`src/rms_level_meter_unit_macros.svh`:
```
// Assertion helpers for the meter's RTL; only the controller includes this file.
`ifndef RMS_LEVEL_METER_UNIT_MACROS_SVH
`define RMS_LEVEL_METER_UNIT_MACROS_SVH

// Checked at every edge outside of reset.
`define RMSLM_ASSERT(label, prop, msg) \
   label: assert property (@(posedge clock) disable iff (reset) prop) else $error(msg);

// Checked at every edge, reset included.
`define RMSLM_ASSERT_ALWAYS(label, prop, msg) \
   label: assert property (@(posedge clock) prop) else $error(msg);

`endif

```
`src/rmslm_pkg.sv`:
```
package rmslm_pkg;

   localparam int MAX_CHUNK = 4096;

   localparam int SAMPLE_W  = 16;
   localparam int SQUARE_W  = 2 * SAMPLE_W;
   localparam int CNT_W     = $clog2(MAX_CHUNK + 1);
   localparam int SUM_W     = 2 * SAMPLE_W - 1 + $clog2(MAX_CHUNK);
   localparam int DREM_W    = $clog2(MAX_CHUNK);
   localparam int LEVEL_W   = 17;
   localparam int COEF_W    = 16;

   localparam int SQ_X_W    = 34;
   localparam int SQ_ROOT_W = SQ_X_W / 2;
   localparam int SQ_REM_W  = SQ_ROOT_W + 3;
   localparam int SQ_STEPS  = SQ_X_W / 2;
   localparam int DIV_STEPS = SUM_W;
   localparam int ITER_W    = $clog2(DIV_STEPS + 1);

   localparam int CSR_IDX_W  = 2;
   localparam int CSR_DATA_W = 17;

   localparam logic [CSR_IDX_W-1:0] CSR_GAIN  = 2'd0;
   localparam logic [CSR_IDX_W-1:0] CSR_DECAY = 2'd1;
   localparam logic [CSR_IDX_W-1:0] CSR_FLOOR = 2'd2;

   localparam logic [COEF_W-1:0]  GAIN_RESET  = 16'd22118;
   localparam logic [COEF_W-1:0]  DECAY_RESET = 16'd53739;
   localparam logic [LEVEL_W-1:0] FLOOR_RESET = 17'd262;
   localparam logic [LEVEL_W-1:0] FULL_SCALE  = 17'd65536;

   localparam logic REQ_SAMPLE = 1'b0;
   localparam logic REQ_CLEAR  = 1'b1;

   typedef struct packed {
      logic accum;
      logic div_init;
      logic div_step;
      logic sq_load1;
      logic sq_step;
      logic sq_load2;
      logic scale;
      logic update;
      logic clear;
   } cmd_type;

   typedef struct packed {
      logic count_last;
      logic out_free;
   } status_type;

endpackage

```
`src/rmslm_datapath.sv`:
```
module rmslm_datapath (
   input  logic                                clock,
   input  logic                                reset,
   input  rmslm_pkg::cmd_type                  cmd,
   output rmslm_pkg::status_type               status,
   input  logic signed [rmslm_pkg::SAMPLE_W-1:0] req_sample,
   input  logic                                csr_write,
   input  logic [rmslm_pkg::CSR_IDX_W-1:0]     csr_index,
   input  logic [rmslm_pkg::CSR_DATA_W-1:0]    csr_wdata,
   output logic                                rsp_valid,
   input  logic                                rsp_stall,
   output logic [rmslm_pkg::LEVEL_W-1:0]       rsp_level
);
   import rmslm_pkg::*;

   logic [COEF_W-1:0]    gain_ff, gain_in;
   logic [COEF_W-1:0]    decay_ff, decay_in;
   logic [LEVEL_W-1:0]   floor_ff, floor_in;

   logic [SUM_W-1:0]     sum_ff, sum_in;
   logic [CNT_W-1:0]     count_ff, count_in;
   logic [DREM_W-1:0]    drem_ff, drem_in;
   logic [SQ_X_W-1:0]    sqx_ff, sqx_in;
   logic [SQ_REM_W-1:0]  sqrem_ff, sqrem_in;
   logic [SQ_ROOT_W-1:0] root_ff, root_in;
   logic [LEVEL_W-1:0]   level_ff, level_in;
   logic [LEVEL_W-1:0]   decayed_ff, decayed_in;
   logic [LEVEL_W-1:0]   meter_ff, meter_in;
   logic                 rsp_valid_ff, rsp_valid_in;
   logic [LEVEL_W-1:0]   rsp_level_ff, rsp_level_in;

   logic [SAMPLE_W-1:0]  mag;
   logic [SQUARE_W-1:0]  square;
   logic [DREM_W:0]      div_shift;
   logic [DREM_W:0]      div_n;
   logic                 div_bit;
   logic [SQ_REM_W-1:0]  sq_shift;
   logic [SQ_REM_W-1:0]  sq_trial;
   logic                 sq_bit;
   logic [SQ_ROOT_W+COEF_W-1:0] gain_prod;
   logic [LEVEL_W+COEF_W-1:0]   decay_prod;
   logic [SQ_ROOT_W+COEF_W-15:0] scaled;
   logic [LEVEL_W-1:0]   ballistic;

   assign mag    = req_sample[SAMPLE_W-1] ? SAMPLE_W'(-req_sample) : SAMPLE_W'(req_sample);
   assign square = mag * mag;

   assign div_shift = {drem_ff, sum_ff[SUM_W-1]};
   assign div_n     = (DREM_W+1)'(count_ff);
   assign div_bit   = (div_shift >= div_n);

   assign sq_shift = {sqrem_ff[SQ_REM_W-3:0], sqx_ff[SQ_X_W-1:SQ_X_W-2]};
   assign sq_trial = {1'b0, root_ff, 2'b01};
   assign sq_bit   = (sq_shift >= sq_trial);

   assign gain_prod  = root_ff * gain_ff;
   assign decay_prod = meter_ff * decay_ff;
   assign scaled     = gain_prod[SQ_ROOT_W+COEF_W-1:14];

   always_comb begin
      ballistic = (level_ff > meter_ff) ? level_ff : decayed_ff;
      if (ballistic < floor_ff) begin
         ballistic = '0;
      end
   end

   always_comb begin
      gain_in  = gain_ff;
      decay_in = decay_ff;
      floor_in = floor_ff;
      if (csr_write) begin
         unique case (csr_index)
            CSR_GAIN:  gain_in  = csr_wdata[COEF_W-1:0];
            CSR_DECAY: decay_in = csr_wdata[COEF_W-1:0];
            CSR_FLOOR: floor_in = csr_wdata[LEVEL_W-1:0];
            default: ;
         endcase
      end
   end

   always_comb begin
      sum_in     = sum_ff;
      count_in   = count_ff;
      drem_in    = drem_ff;
      sqx_in     = sqx_ff;
      sqrem_in   = sqrem_ff;
      root_in    = root_ff;
      level_in   = level_ff;
      decayed_in = decayed_ff;
      meter_in   = meter_ff;
      rsp_level_in = rsp_level_ff;
      rsp_valid_in = rsp_valid_ff & rsp_stall;

      if (cmd.accum) begin
         sum_in   = sum_ff + SUM_W'(square);
         count_in = count_ff + 1'b1;
      end
      if (cmd.div_init) begin
         drem_in = '0;
      end
      if (cmd.div_step) begin
         drem_in = div_bit ? DREM_W'(div_shift - div_n) : div_shift[DREM_W-1:0];
         sum_in  = {sum_ff[SUM_W-2:0], div_bit};
      end
      if (cmd.sq_load1) begin
         sqx_in   = sum_ff[SQ_X_W-1:0];
         sqrem_in = '0;
         root_in  = '0;
         sum_in   = '0;
         count_in = '0;
      end
      if (cmd.sq_step) begin
         sqx_in   = {sqx_ff[SQ_X_W-3:0], 2'b00};
         sqrem_in = sq_bit ? (sq_shift - sq_trial) : sq_shift;
         root_in  = {root_ff[SQ_ROOT_W-2:0], sq_bit};
      end
      if (cmd.sq_load2) begin
         sqx_in   = {1'b0, root_ff[SAMPLE_W-1:0], (SQ_X_W-SAMPLE_W-1)'(0)};
         sqrem_in = '0;
         root_in  = '0;
      end
      if (cmd.scale) begin
         level_in   = (scaled > (SQ_ROOT_W+COEF_W-14)'(FULL_SCALE)) ?
                      FULL_SCALE : scaled[LEVEL_W-1:0];
         decayed_in = decay_prod[LEVEL_W+COEF_W-1:COEF_W];
      end
      if (cmd.update) begin
         meter_in     = ballistic;
         rsp_level_in = ballistic;
         rsp_valid_in = 1'b1;
      end
      if (cmd.clear) begin
         meter_in = '0;
         if (meter_ff != '0) begin
            rsp_level_in = '0;
            rsp_valid_in = 1'b1;
         end
      end
   end

   always_ff @(posedge clock) begin
      if (reset) begin
         gain_ff      <= GAIN_RESET;
         decay_ff     <= DECAY_RESET;
         floor_ff     <= FLOOR_RESET;
         sum_ff       <= '0;
         count_ff     <= '0;
         meter_ff     <= '0;
         rsp_valid_ff <= 1'b0;
      end else begin
         gain_ff      <= gain_in;
         decay_ff     <= decay_in;
         floor_ff     <= floor_in;
         sum_ff       <= sum_in;
         count_ff     <= count_in;
         meter_ff     <= meter_in;
         rsp_valid_ff <= rsp_valid_in;
      end
   end

   always_ff @(posedge clock) begin
      drem_ff      <= drem_in;
      sqx_ff       <= sqx_in;
      sqrem_ff     <= sqrem_in;
      root_ff      <= root_in;
      level_ff     <= level_in;
      decayed_ff   <= decayed_in;
      rsp_level_ff <= rsp_level_in;
   end

   assign status.count_last = (count_ff == CNT_W'(MAX_CHUNK - 1));
   assign status.out_free   = ~rsp_valid_ff | ~rsp_stall;

   assign rsp_valid = rsp_valid_ff;
   assign rsp_level = rsp_level_ff;

endmodule

```
`src/rmslm_ctrl.sv`:
```
`include "rms_level_meter_unit_macros.svh"

module rmslm_ctrl (
   input  logic                  clock,
   input  logic                  reset,
   input  logic                  req_valid,
   output logic                  req_stall,
   input  logic                  req_type,
   input  logic                  req_last,
   input  logic                  rsp_valid,
   input  logic                  rsp_stall,
   input  rmslm_pkg::status_type status,
   output rmslm_pkg::cmd_type    cmd
);
   import rmslm_pkg::*;

   localparam logic [2:0] ST_IDLE = 3'd0;
   localparam logic [2:0] ST_DIV  = 3'd1;
   localparam logic [2:0] ST_SQ1  = 3'd2;
   localparam logic [2:0] ST_SQ2  = 3'd3;
   localparam logic [2:0] ST_BALL = 3'd4;

   logic [2:0]        state_ff, state_in;
   logic [ITER_W-1:0] iter_ff, iter_in;
   logic              accept;

   assign req_stall = (state_ff != ST_IDLE) ||
                      ((req_type == REQ_CLEAR) && rsp_valid && rsp_stall);
   assign accept    = req_valid && !req_stall;

   always_comb begin
      state_in = state_ff;
      iter_in  = iter_ff;
      cmd      = '0;
      unique case (state_ff)
         ST_IDLE: begin
            if (accept) begin
               if (req_type == REQ_CLEAR) begin
                  cmd.clear = 1'b1;
               end else begin
                  cmd.accum = 1'b1;
                  if (req_last || status.count_last) begin
                     cmd.div_init = 1'b1;
                     iter_in      = '0;
                     state_in     = ST_DIV;
                  end
               end
            end
         end
         ST_DIV: begin
            if (iter_ff == ITER_W'(DIV_STEPS)) begin
               cmd.sq_load1 = 1'b1;
               iter_in      = '0;
               state_in     = ST_SQ1;
            end else begin
               cmd.div_step = 1'b1;
               iter_in      = iter_ff + 1'b1;
            end
         end
         ST_SQ1: begin
            if (iter_ff == ITER_W'(SQ_STEPS)) begin
               cmd.sq_load2 = 1'b1;
               iter_in      = '0;
               state_in     = ST_SQ2;
            end else begin
               cmd.sq_step = 1'b1;
               iter_in     = iter_ff + 1'b1;
            end
         end
         ST_SQ2: begin
            if (iter_ff == ITER_W'(SQ_STEPS)) begin
               cmd.scale = 1'b1;
               state_in  = ST_BALL;
            end else begin
               cmd.sq_step = 1'b1;
               iter_in     = iter_ff + 1'b1;
            end
         end
         ST_BALL: begin
            if (status.out_free) begin
               cmd.update = 1'b1;
               state_in   = ST_IDLE;
            end
         end
         default: begin
            state_in = ST_IDLE;
         end
      endcase
   end

   always_ff @(posedge clock) begin
      if (reset) begin
         state_ff <= ST_IDLE;
         iter_ff  <= '0;
      end else begin
         state_ff <= state_in;
         iter_ff  <= iter_in;
      end
   end

   `RMSLM_ASSERT(a_busy_stalls, (state_ff != ST_IDLE) |-> req_stall, "input taken while busy")
   `RMSLM_ASSERT(a_ball_exit, (state_ff == ST_BALL && status.out_free) |=> (state_ff == ST_IDLE), "result not issued when output was free")
   `RMSLM_ASSERT(a_div_bound, (state_ff == ST_DIV) |-> (iter_ff <= ITER_W'(DIV_STEPS)), "divider ran past its last step")
   `RMSLM_ASSERT_ALWAYS(a_reset_idle, reset |=> (state_ff == ST_IDLE && iter_ff == '0), "controller not idle after reset")

endmodule

```
`src/rms_level_meter_unit.sv`:
```
// Channel   Handshake                   Payload
// req       req_valid / req_stall       req_type, req_sample, req_last
// rsp       rsp_valid / rsp_stall       rsp_level
// csr       csr_valid / csr_ready       csr_index, csr_wdata
//
// A sample that does not end a chunk is accumulated as it is taken, and the next may follow at once.
// A chunk end holds off the input through a 43-step shift-subtract divider,
// then two 17-step passes of one shared bit-pair square root unit, a gain and decay
// multiply, and the ballistics update, which waits for a free output slot.
// Reset is synchronous and restores the register defaults and a zero meter level.
// A stalled result holds the input only when a clear or a chunk end needs the output slot.
module rms_level_meter_unit (
   input  logic                                  clock,
   input  logic                                  reset,
   input  logic                                  req_valid,
   output logic                                  req_stall,
   input  logic                                  req_type,
   input  logic signed [rmslm_pkg::SAMPLE_W-1:0] req_sample,
   input  logic                                  req_last,
   output logic                                  rsp_valid,
   input  logic                                  rsp_stall,
   output logic [rmslm_pkg::LEVEL_W-1:0]         rsp_level,
   input  logic                                  csr_valid,
   output logic                                  csr_ready,
   input  logic [rmslm_pkg::CSR_IDX_W-1:0]       csr_index,
   input  logic [rmslm_pkg::CSR_DATA_W-1:0]      csr_wdata
);
   import rmslm_pkg::*;

   cmd_type    cmd;
   status_type status;

   assign csr_ready = 1'b1;

   rmslm_ctrl u_ctrl (
      .clock     (clock),
      .reset     (reset),
      .req_valid (req_valid),
      .req_stall (req_stall),
      .req_type  (req_type),
      .req_last  (req_last),
      .rsp_valid (rsp_valid),
      .rsp_stall (rsp_stall),
      .status    (status),
      .cmd       (cmd)
   );

   rmslm_datapath u_datapath (
      .clock      (clock),
      .reset      (reset),
      .cmd        (cmd),
      .status     (status),
      .req_sample (req_sample),
      .csr_write  (csr_valid & csr_ready),
      .csr_index  (csr_index),
      .csr_wdata  (csr_wdata),
      .rsp_valid  (rsp_valid),
      .rsp_stall  (rsp_stall),
      .rsp_level  (rsp_level)
   );

endmodule

```
`config.mk`:
```
export PLATFORM = sky130hd
export DESIGN_NAME = rms_level_meter_unit
export DESIGN_NICKNAME = d
export VERILOG_FILES = /design/src/rmslm_pkg.sv /design/src/rmslm_datapath.sv /design/src/rmslm_ctrl.sv /design/src/rms_level_meter_unit.sv
export VERILOG_INCLUDE_DIRS = /design/src /design/src/src
export SDC_FILE = /design/constraint.sdc
export NUM_CORES = 2
export LEC_CHECK = 0
export BUFFER_PORTS_ARGS = -buffer_cell sky130_fd_sc_hd__clkbuf_2
export CAP_MARGIN = 20
export CORE_MARGIN = 4
export CORE_UTILIZATION = 60
export CTS_CLUSTER_DIAMETER = 30
export CTS_CLUSTER_SIZE = 24
export DETAILED_ROUTE_END_ITERATION = 8
export GPL_ROUTABILITY_DRIVEN = 0
export HOLD_SLACK_MARGIN = 0.08
export PLACE_DENSITY = 0.9
export SYNTH_ARGS = -nofsm -noshare
export SYNTH_HDL_FRONTEND = slang
export SYNTH_SLANG_ARGS = --single-unit
export TNS_END_PERCENT = 100
```
`constraint.sdc`:
```
create_clock -name clock -period 7.8 [get_ports clock]
set_clock_uncertainty 0.2 [all_clocks]
set_input_delay 0.78 -clock clock [delete_from_list [all_inputs] [get_ports clock]]
set_output_delay 0.78 -clock clock [all_outputs]
set_load 0.005 [all_outputs]
```
# [Yosys cells after proc, flatten, opt, wreduce, memory -nomap -nowiden]
# Index checks and enable logic that the tools add are counted.
[word_totals] latch_bits=0 mem_bits_ro=0 n_memories=0 ff_bits=264 output_inout_bits=20 ramBits=0
[classes] bitwise=4 mux=54 n_eq_ne=17 shifts=0 mul=3 n_reduce_logical=24 n_addsub=6 n_lt_le_gt_ge=5 n_div=0
[op_table] operator="17-bit two-way mux" count=7
[op_table] operator="43-bit two-way mux" count=2
[op_table] operator="34-bit two-way mux" count=2
[op_table] operator="17-bit by 16-bit multiplier with 33-bit output" count=2
[op_table] operator="18-bit two-way mux" count=3
[op_table] operator="43-bit by 32-bit adder with 43-bit output" count=1
[op_table] operator="12-bit two-way mux" count=3
[op_table] operator="6-bit two-way mux" count=6
[op_table] operator="33-bit two-way mux" count=1
[op_table] operator="16-bit by 16-bit multiplier with 32-bit output" count=1
[op_table] operator="6-bit one-hot mux with 4 select lines" count=1
[op_table] operator="3-bit two-way mux" count=7
[op_table] operator="20-bit by 19-bit >= comparator with 1-bit output" count=1
[op_table] operator="19-bit by 17-bit greater-than comparator with 1-bit output, second input constant" count=1
[op_table] operator="18-bit subtractor" count=1
[op_table] operator="17-bit greater-than comparator" count=1
[op_table] operator="17-bit < comparator" count=1
[op_table] operator="17-bit nonzero test" count=1
[op_table] operator="1-bit two-way mux" count=16
[op_table] operator="16-bit two-way mux" count=1
[op_table] operator="16-bit negation" count=1
[op_table] operator="3-bit one-hot mux with 5 select lines" count=1
[op_table] operator="13-bit by 1-bit adder with 13-bit output, second input constant" count=1
[op_table] operator="13-bit by 12-bit equality test with 1-bit output, second input constant" count=1
[op_table] operator="other kinds (28)" count=50

# [Depth between registers and ports, before layout]
[depth] depth_word=9 mapped_depth=33 ltp_nobuf=32

# [Hierarchy]
# Synthesis repeated with hierarchy kept, for this count alone.
[unflattened] hier_cells=4424 hier_area_um2=38501.9
[modules_own_cells] mod="rmslm_datapath" n_inst=1 area_per_inst_um2=37866.3 cells_each=4346 seq_area_each_um2=5725.5
[modules_own_cells] mod="rmslm_ctrl" n_inst=1 area_per_inst_um2=624.3 cells_each=76 seq_area_each_um2=180.2
[modules_own_cells] mod="rms_level_meter_unit" n_inst=1 area_per_inst_um2=11.3 cells_each=2 seq_area_each_um2=0.0

# [Worst setup path before layout]
# OpenSTA, ideal clock, no wires.
[synth_timing] kind="input-to-reg" from="input req_sample[0] (netlist name)" to="register u_datapath.sum_ff[36]" setup_slack_ps=-731 arrival_time_ps=8256 path_stages=30 setup_time_ps=74 path_cell_list="clkbuf_1 -> inv_2 -> ha_1 -> nand3b_1 -> or2_2 -> o41ai_1 -> xor2_1 -> clkinv_1 -> nand2_1 -> inv_1 -> fa_1 -> inv_1 -> fa_1 -> fa_1 -> inv_1 -> fa_1 -> fa_1 -> inv_1 -> fa_1 -> inv_1 -> ha_1 -> o21ai_0 -> o21ai_0 -> a41o_1 -> a2bb2oi_1 -> a21oi_2 -> a2111oi_4 -> nor3_1 -> a311o_1 -> a31oi_1"
[synth_between] elab_chain_len=6
[synth_lines] element="start, declared" line_no="rms_level_meter_unit.sv:18" rtl="input logic signed [rmslm_pkg::SAMPLE_W-1:0] req_sample,"
[synth_lines] element="16-bit negation" line_no="rmslm_datapath.sv:45" rtl="assign mag = req_sample[SAMPLE_W-1] ? SAMPLE_W'(-req_sample) : SAMPLE_W'(req_sample);"
[synth_lines] element="16-bit two-way mux (*)" line_no="rmslm_datapath.sv:45"
[synth_lines] element="16-bit by 16-bit multiplier with 32-bit output (*)" line_no="rmslm_datapath.sv:46" rtl="assign square = mag * mag;"
[synth_lines] element="43-bit by 32-bit adder with 43-bit output (*)" line_no="rmslm_datapath.sv:95" rtl="sum_in = sum_ff + SUM_W'(square);"
[synth_lines] element="43-bit two-way mux (*)" line_no="rmslm_datapath.sv:94" rtl="if (cmd.accum) begin"
[synth_lines] element="43-bit two-way mux (*)" line_no="rmslm_datapath.sv:101" rtl="if (cmd.div_step) begin"
[synth_lines] element="end signal, assigned" line_no="rmslm_datapath.sv:154" rtl="sum_ff <= sum_in;"
[synth_lines] element="end, declared" line_no="rmslm_datapath.sv:20" rtl="logic [SUM_W-1:0] sum_ff, sum_in;"
# Mark *: on every way between the ends. The rest lies on a longest branch, timed or not. The select of a mux whose other input is x is not followed.
# A chain may end at the register's enable or synchronous reset.

# [Worst setup path after layout]
[layout_timing] from="input req_sample[2] (netlist name)" to="register u_datapath.sum_ff[39]"
# The elaborated chain is that of the path after synthesis.

==> summary.txt <==
Die
  • Core Box Area: between 60,000 and 70,000 um2
  • Die Area: approximately 68,000 um2
  • I/O pin total: 62
  • Die X: around 260 um
  • Core Rows: between 90 and 100
  • Initial Util: 0.606
  • Die height: approximately 260 um

Worst setup path
  • Setup CP Type: primary input to flop
  • WP data arrival: 8.19 ns
  • Slowest-stage cell, CP: fa_1
  • Critical Path RT: about 8 ns
  • Worst r2r dst: u_datapath.level_ff[2]$_SDFFCE_PN0P_
  • R2R setup slack: 0.26 ns
  • Critical R2R Launch: u_datapath.root_ff[10]$_SDFFE_PP0P_
  • Slowest cell delay on critical path: ~0.53 ns
  • Type of origin of the critical path: primary input
  • Crit. End Element: flop
  • CP dominant cell by count: fa_1
  • Worst-path fanout max: 5
  • Crit path buffers/inverters: 9
  • Worst r2r path cells: 22
  • Worst path top cell family by delay: adder cells

Hold path
  • Worst hold-check path type: flop to flop
  • Hold path cells: 2
  • Beginning of the worst hold path: u_datapath.rsp_level[0]$_DFF_P_
  • WHS Endpoint: u_datapath.rsp_level[0]$_DFF_P_

Global route
  • Number of global-route vias before repair: 34.4k
  • Initial antenna violation count: 2
  • Largest net degree at the start of global routing: 46
  • Total global routing overflow: 0
  • First-pass GRT wire length: 170,000 um
  • Global Route Usage Sum: 0.309

Synth
  • Top-area cell type share of the netlist area: 0.320
  • Synth Cell Area: around 38,000 um2
  • Netlist cell types: ~80
  • Post-Syn Area per Cell: 8.65 um2
  • Yosys top cell by area: fa_1
  • Main synth FF type: dfxtp_1
  • Number of flops mapped to enable cells by yosys: between 60 and 70
  • Ranking of synthesized cells by area: fa_1 32%, ha_1 12%, dfxtp_1 11%
  • Sequential area share after synthesis: 0.155
  • YS warnings: 0
  • Post-Synthesis Cells: ~4.4k
  • Yosys reg bits: 264
  • Async S/R FF share, synth: 0

Clock tree
  • Clock Sinks: roughly 260
  • Worst-skew pair later-pin latency: 0.56 ns
  • H-tree Lvls: 2
  • Clock buffers created by TritonCTS: 47
  • TritonCTS clock tree: yes
  • Worst-path clk slew: approximately 0.06 ns
  • Hold-fix buffers at CTS: 0
  • Worst-case clock buffer depth: 3
  • Root Driver: clkbuf_16

Placed design
  • Pre-CTS WS: -0.514 ns
  • Half-perimeter wire length after placement: approximately 78,000 um
  • I/O Buffers: 60

STA
  • Final Max Slew Viols: 0
  • Final Hold Viols: 0
  • RSZ-0062 raised after global routing: yes
  • F_max: approximately 0.13 GHz
  • Worst-Margin Slew: 1.06 ns
  • Final hold slack: 0.257 ns
  • Tcrit/Tclk final: 1.01
  • Normalized max-slew margin: 0.293
  • Final worst-path setup slack: -0.112 ns
  • Min Tclk post-route: about 8 ns
  • Final setup fails: 5

Route
  • DRT antenna net count: 0
  • Routed wire length: ~110,000 um
  • Drt drc: 0
  • First DRT Iteration DRCs: ~3.8k
  • 1st-pass router iterations: 8
  • DR vias: ~33k
  • Routed len/inst: ~20 um
  • Post-DR vias/cell: between 6 and 7

Outcome
  • Status: finished with violations
  • Failing checks: negative setup slack

Finish
  • Synthesis-to-layout area growth: 12.6%
  • Nets@finish: roughly 5.6k
  • Reg area: 5910 um2
  • Layout cells sized above 1: 0.118
  • Multi-input gate area in the final layout: approximately 29,000 um2
  • FILL cells: about 4.2k
  • Final core area utilization: 0.682

Run
  • Max-cap viol count: 0
## placed cells by master (no fill, tap or decap), types with 30 or more instances in the layout
cell         n
a21o_1      50
a21oi_1    171
a22oi_1     48
and2_1     193
buf_4      232
clkbuf_16   49
clkbuf_2    58
dfxtp_1    196
edfxtp_1    62
fa_1       600
ha_1       366
inv_1      936
mux2i_1     30
nand2_1    669
nand3_1     42
nand4_1     35
nor2_1     135
nor3_1      36
o21ai_0    128
xnor2_1     69
xor2_1      36
## layer usage
metal | global-route usage | wire length (um)
met5 | 0 | 0
met4 | 0.142 | 6700
met3 | 0.0724 | 13100
met2 | 0.511 | 51100
met1 | 0.388 | 37800
## worst max path at each step
| stage | startpoint | to | slack [ns] | cells after the start |
|---|---|---|---|---|
| after floorplan | req_sample[0] | u_datapath.sum_ff[36]$_SDFFE_PP0P_ | -0.08 | 28 |
| after global placement | req_sample[3] | u_datapath.sum_ff[34]$_SDFFE_PP0P_ | -0.37 | 29 |
| after detailed placement | req_sample[1] | u_datapath.sum_ff[36]$_SDFFE_PP0P_ | -0.51 | 32 |
| after CTS | req_sample[3] | u_datapath.sum_ff[36]$_SDFFE_PP0P_ | 0.03 | 27 |
| after global routing | req_sample[2] | u_datapath.sum_ff[37]$_SDFFE_PP0P_ | -0.36 | 30 |
| final | req_sample[2] | u_datapath.sum_ff[39]$_SDFFE_PP0P_ | -0.11 | 31 |
## sequential cells by signal (all words and copies together), names as in the netlist
register and cells:
u_datapath.sqx_ff 34, u_datapath.sum_ff 43, u_datapath.rsp_level 17, u_ctrl.state_ff 3, u_datapath.decay_ff 16, u_datapath.sqrem_ff 18, u_datapath.decayed_ff 17, u_datapath.floor_ff 17
u_datapath.drem_ff 12, u_ctrl.iter_ff 6, u_datapath.count_ff 13, u_datapath.level_ff 17, u_datapath.root_ff 17, u_datapath.gain_ff 16, u_datapath.rsp_valid 1, u_datapath.meter_ff 17
## per-stage QoR
stage | TNS, ns | area [um2] | cells
after floorplan | -0.231 | 38500 | 4416
after global placement | -3.48 | 40800 | 5354
after detailed placement | -7.30 | 40800 | 5354
after CTS | 0 | 42400 | 5443
after global routing | -4.51 | 42900 | 5459
final | -0.362 | 42900 | 5460
## worst min-delay path: stages, from the launching register on
cell and delay (ns):
dfxtp_1 0.33, nand2_1 0.04, o21ai_0 0.05
## final cells by class
| class | instances | share of cell area |
|---|---|---|
| Antenna cell | 1 | 0.0000583 |
| Clock buffer | 53 | 0.0289 |
| Clock inverter | 35 | 0.00868 |
| Inverter | 964 | 0.0848 |
| Multi-Input combinational cell | 2997 | 0.665 |
| Sequential cell | 264 | 0.138 |
| Tap cell | 846 | 0.0247 |
| Timing Repair Buffer | 300 | 0.0505 |
## cell families after synthesis
kind of cell	Yosys count	synth area share
buffers and inverters	1155	0.114
flip-flops	264	0.155
AO/OA/AOI/OAI	590	0.0998
multiplexers	31	0.00817
AND/OR/NAND/NOR	1266	0.153
XOR/XNOR	111	0.0255
other	2	0.000197
adder cells (fa/ha/maj)	988	0.444
## repair_timing
action | CTS | global route
setup endpoints to repair | 1 | 31
hold endpoints to repair | 0 | 0
resized for setup | 0 | 103
buffers inserted | 1 | 16
pin swaps | 1 | 89
## cell usage after synthesis, types with 5 or more instances
cell / instances
inv_1: 953
nand2_1: 682
fa_1: 609
ha_1: 379
dfxtp_1: 202
and2_1: 195
a21oi_1: 176
clkbuf_1: 175
nor2_1: 144
o21ai_0: 133
xnor2_1: 72
edfxtp_1: 62
a21o_1: 51
a22oi_1: 48
nand3_1: 43
nor3_1: 40
xor2_1: 39
nand4_1: 35
mux2i_1: 30
o22ai_1: 22
o21a_1: 20
a222oi_1: 16
nor2b_1: 16
a211oi_1: 15
nand2b_1: 14
a31oi_1: 13
or3_1: 13
and3_1: 12
o211ai_1: 12
o21bai_1: 12
nor4_1: 11
or3b_2: 11
buf_1: 10
nor3b_1: 10
nand3b_1: 9
nor2_2: 9
clkinv_1: 8
or2_2: 7
a211o_1: 6
o31ai_1: 6
a32oi_1: 5
o41ai_1: 5
Power is not shown: default switching activity piles up to over one toggle a cycle in this logic, so the estimate is an artifact.
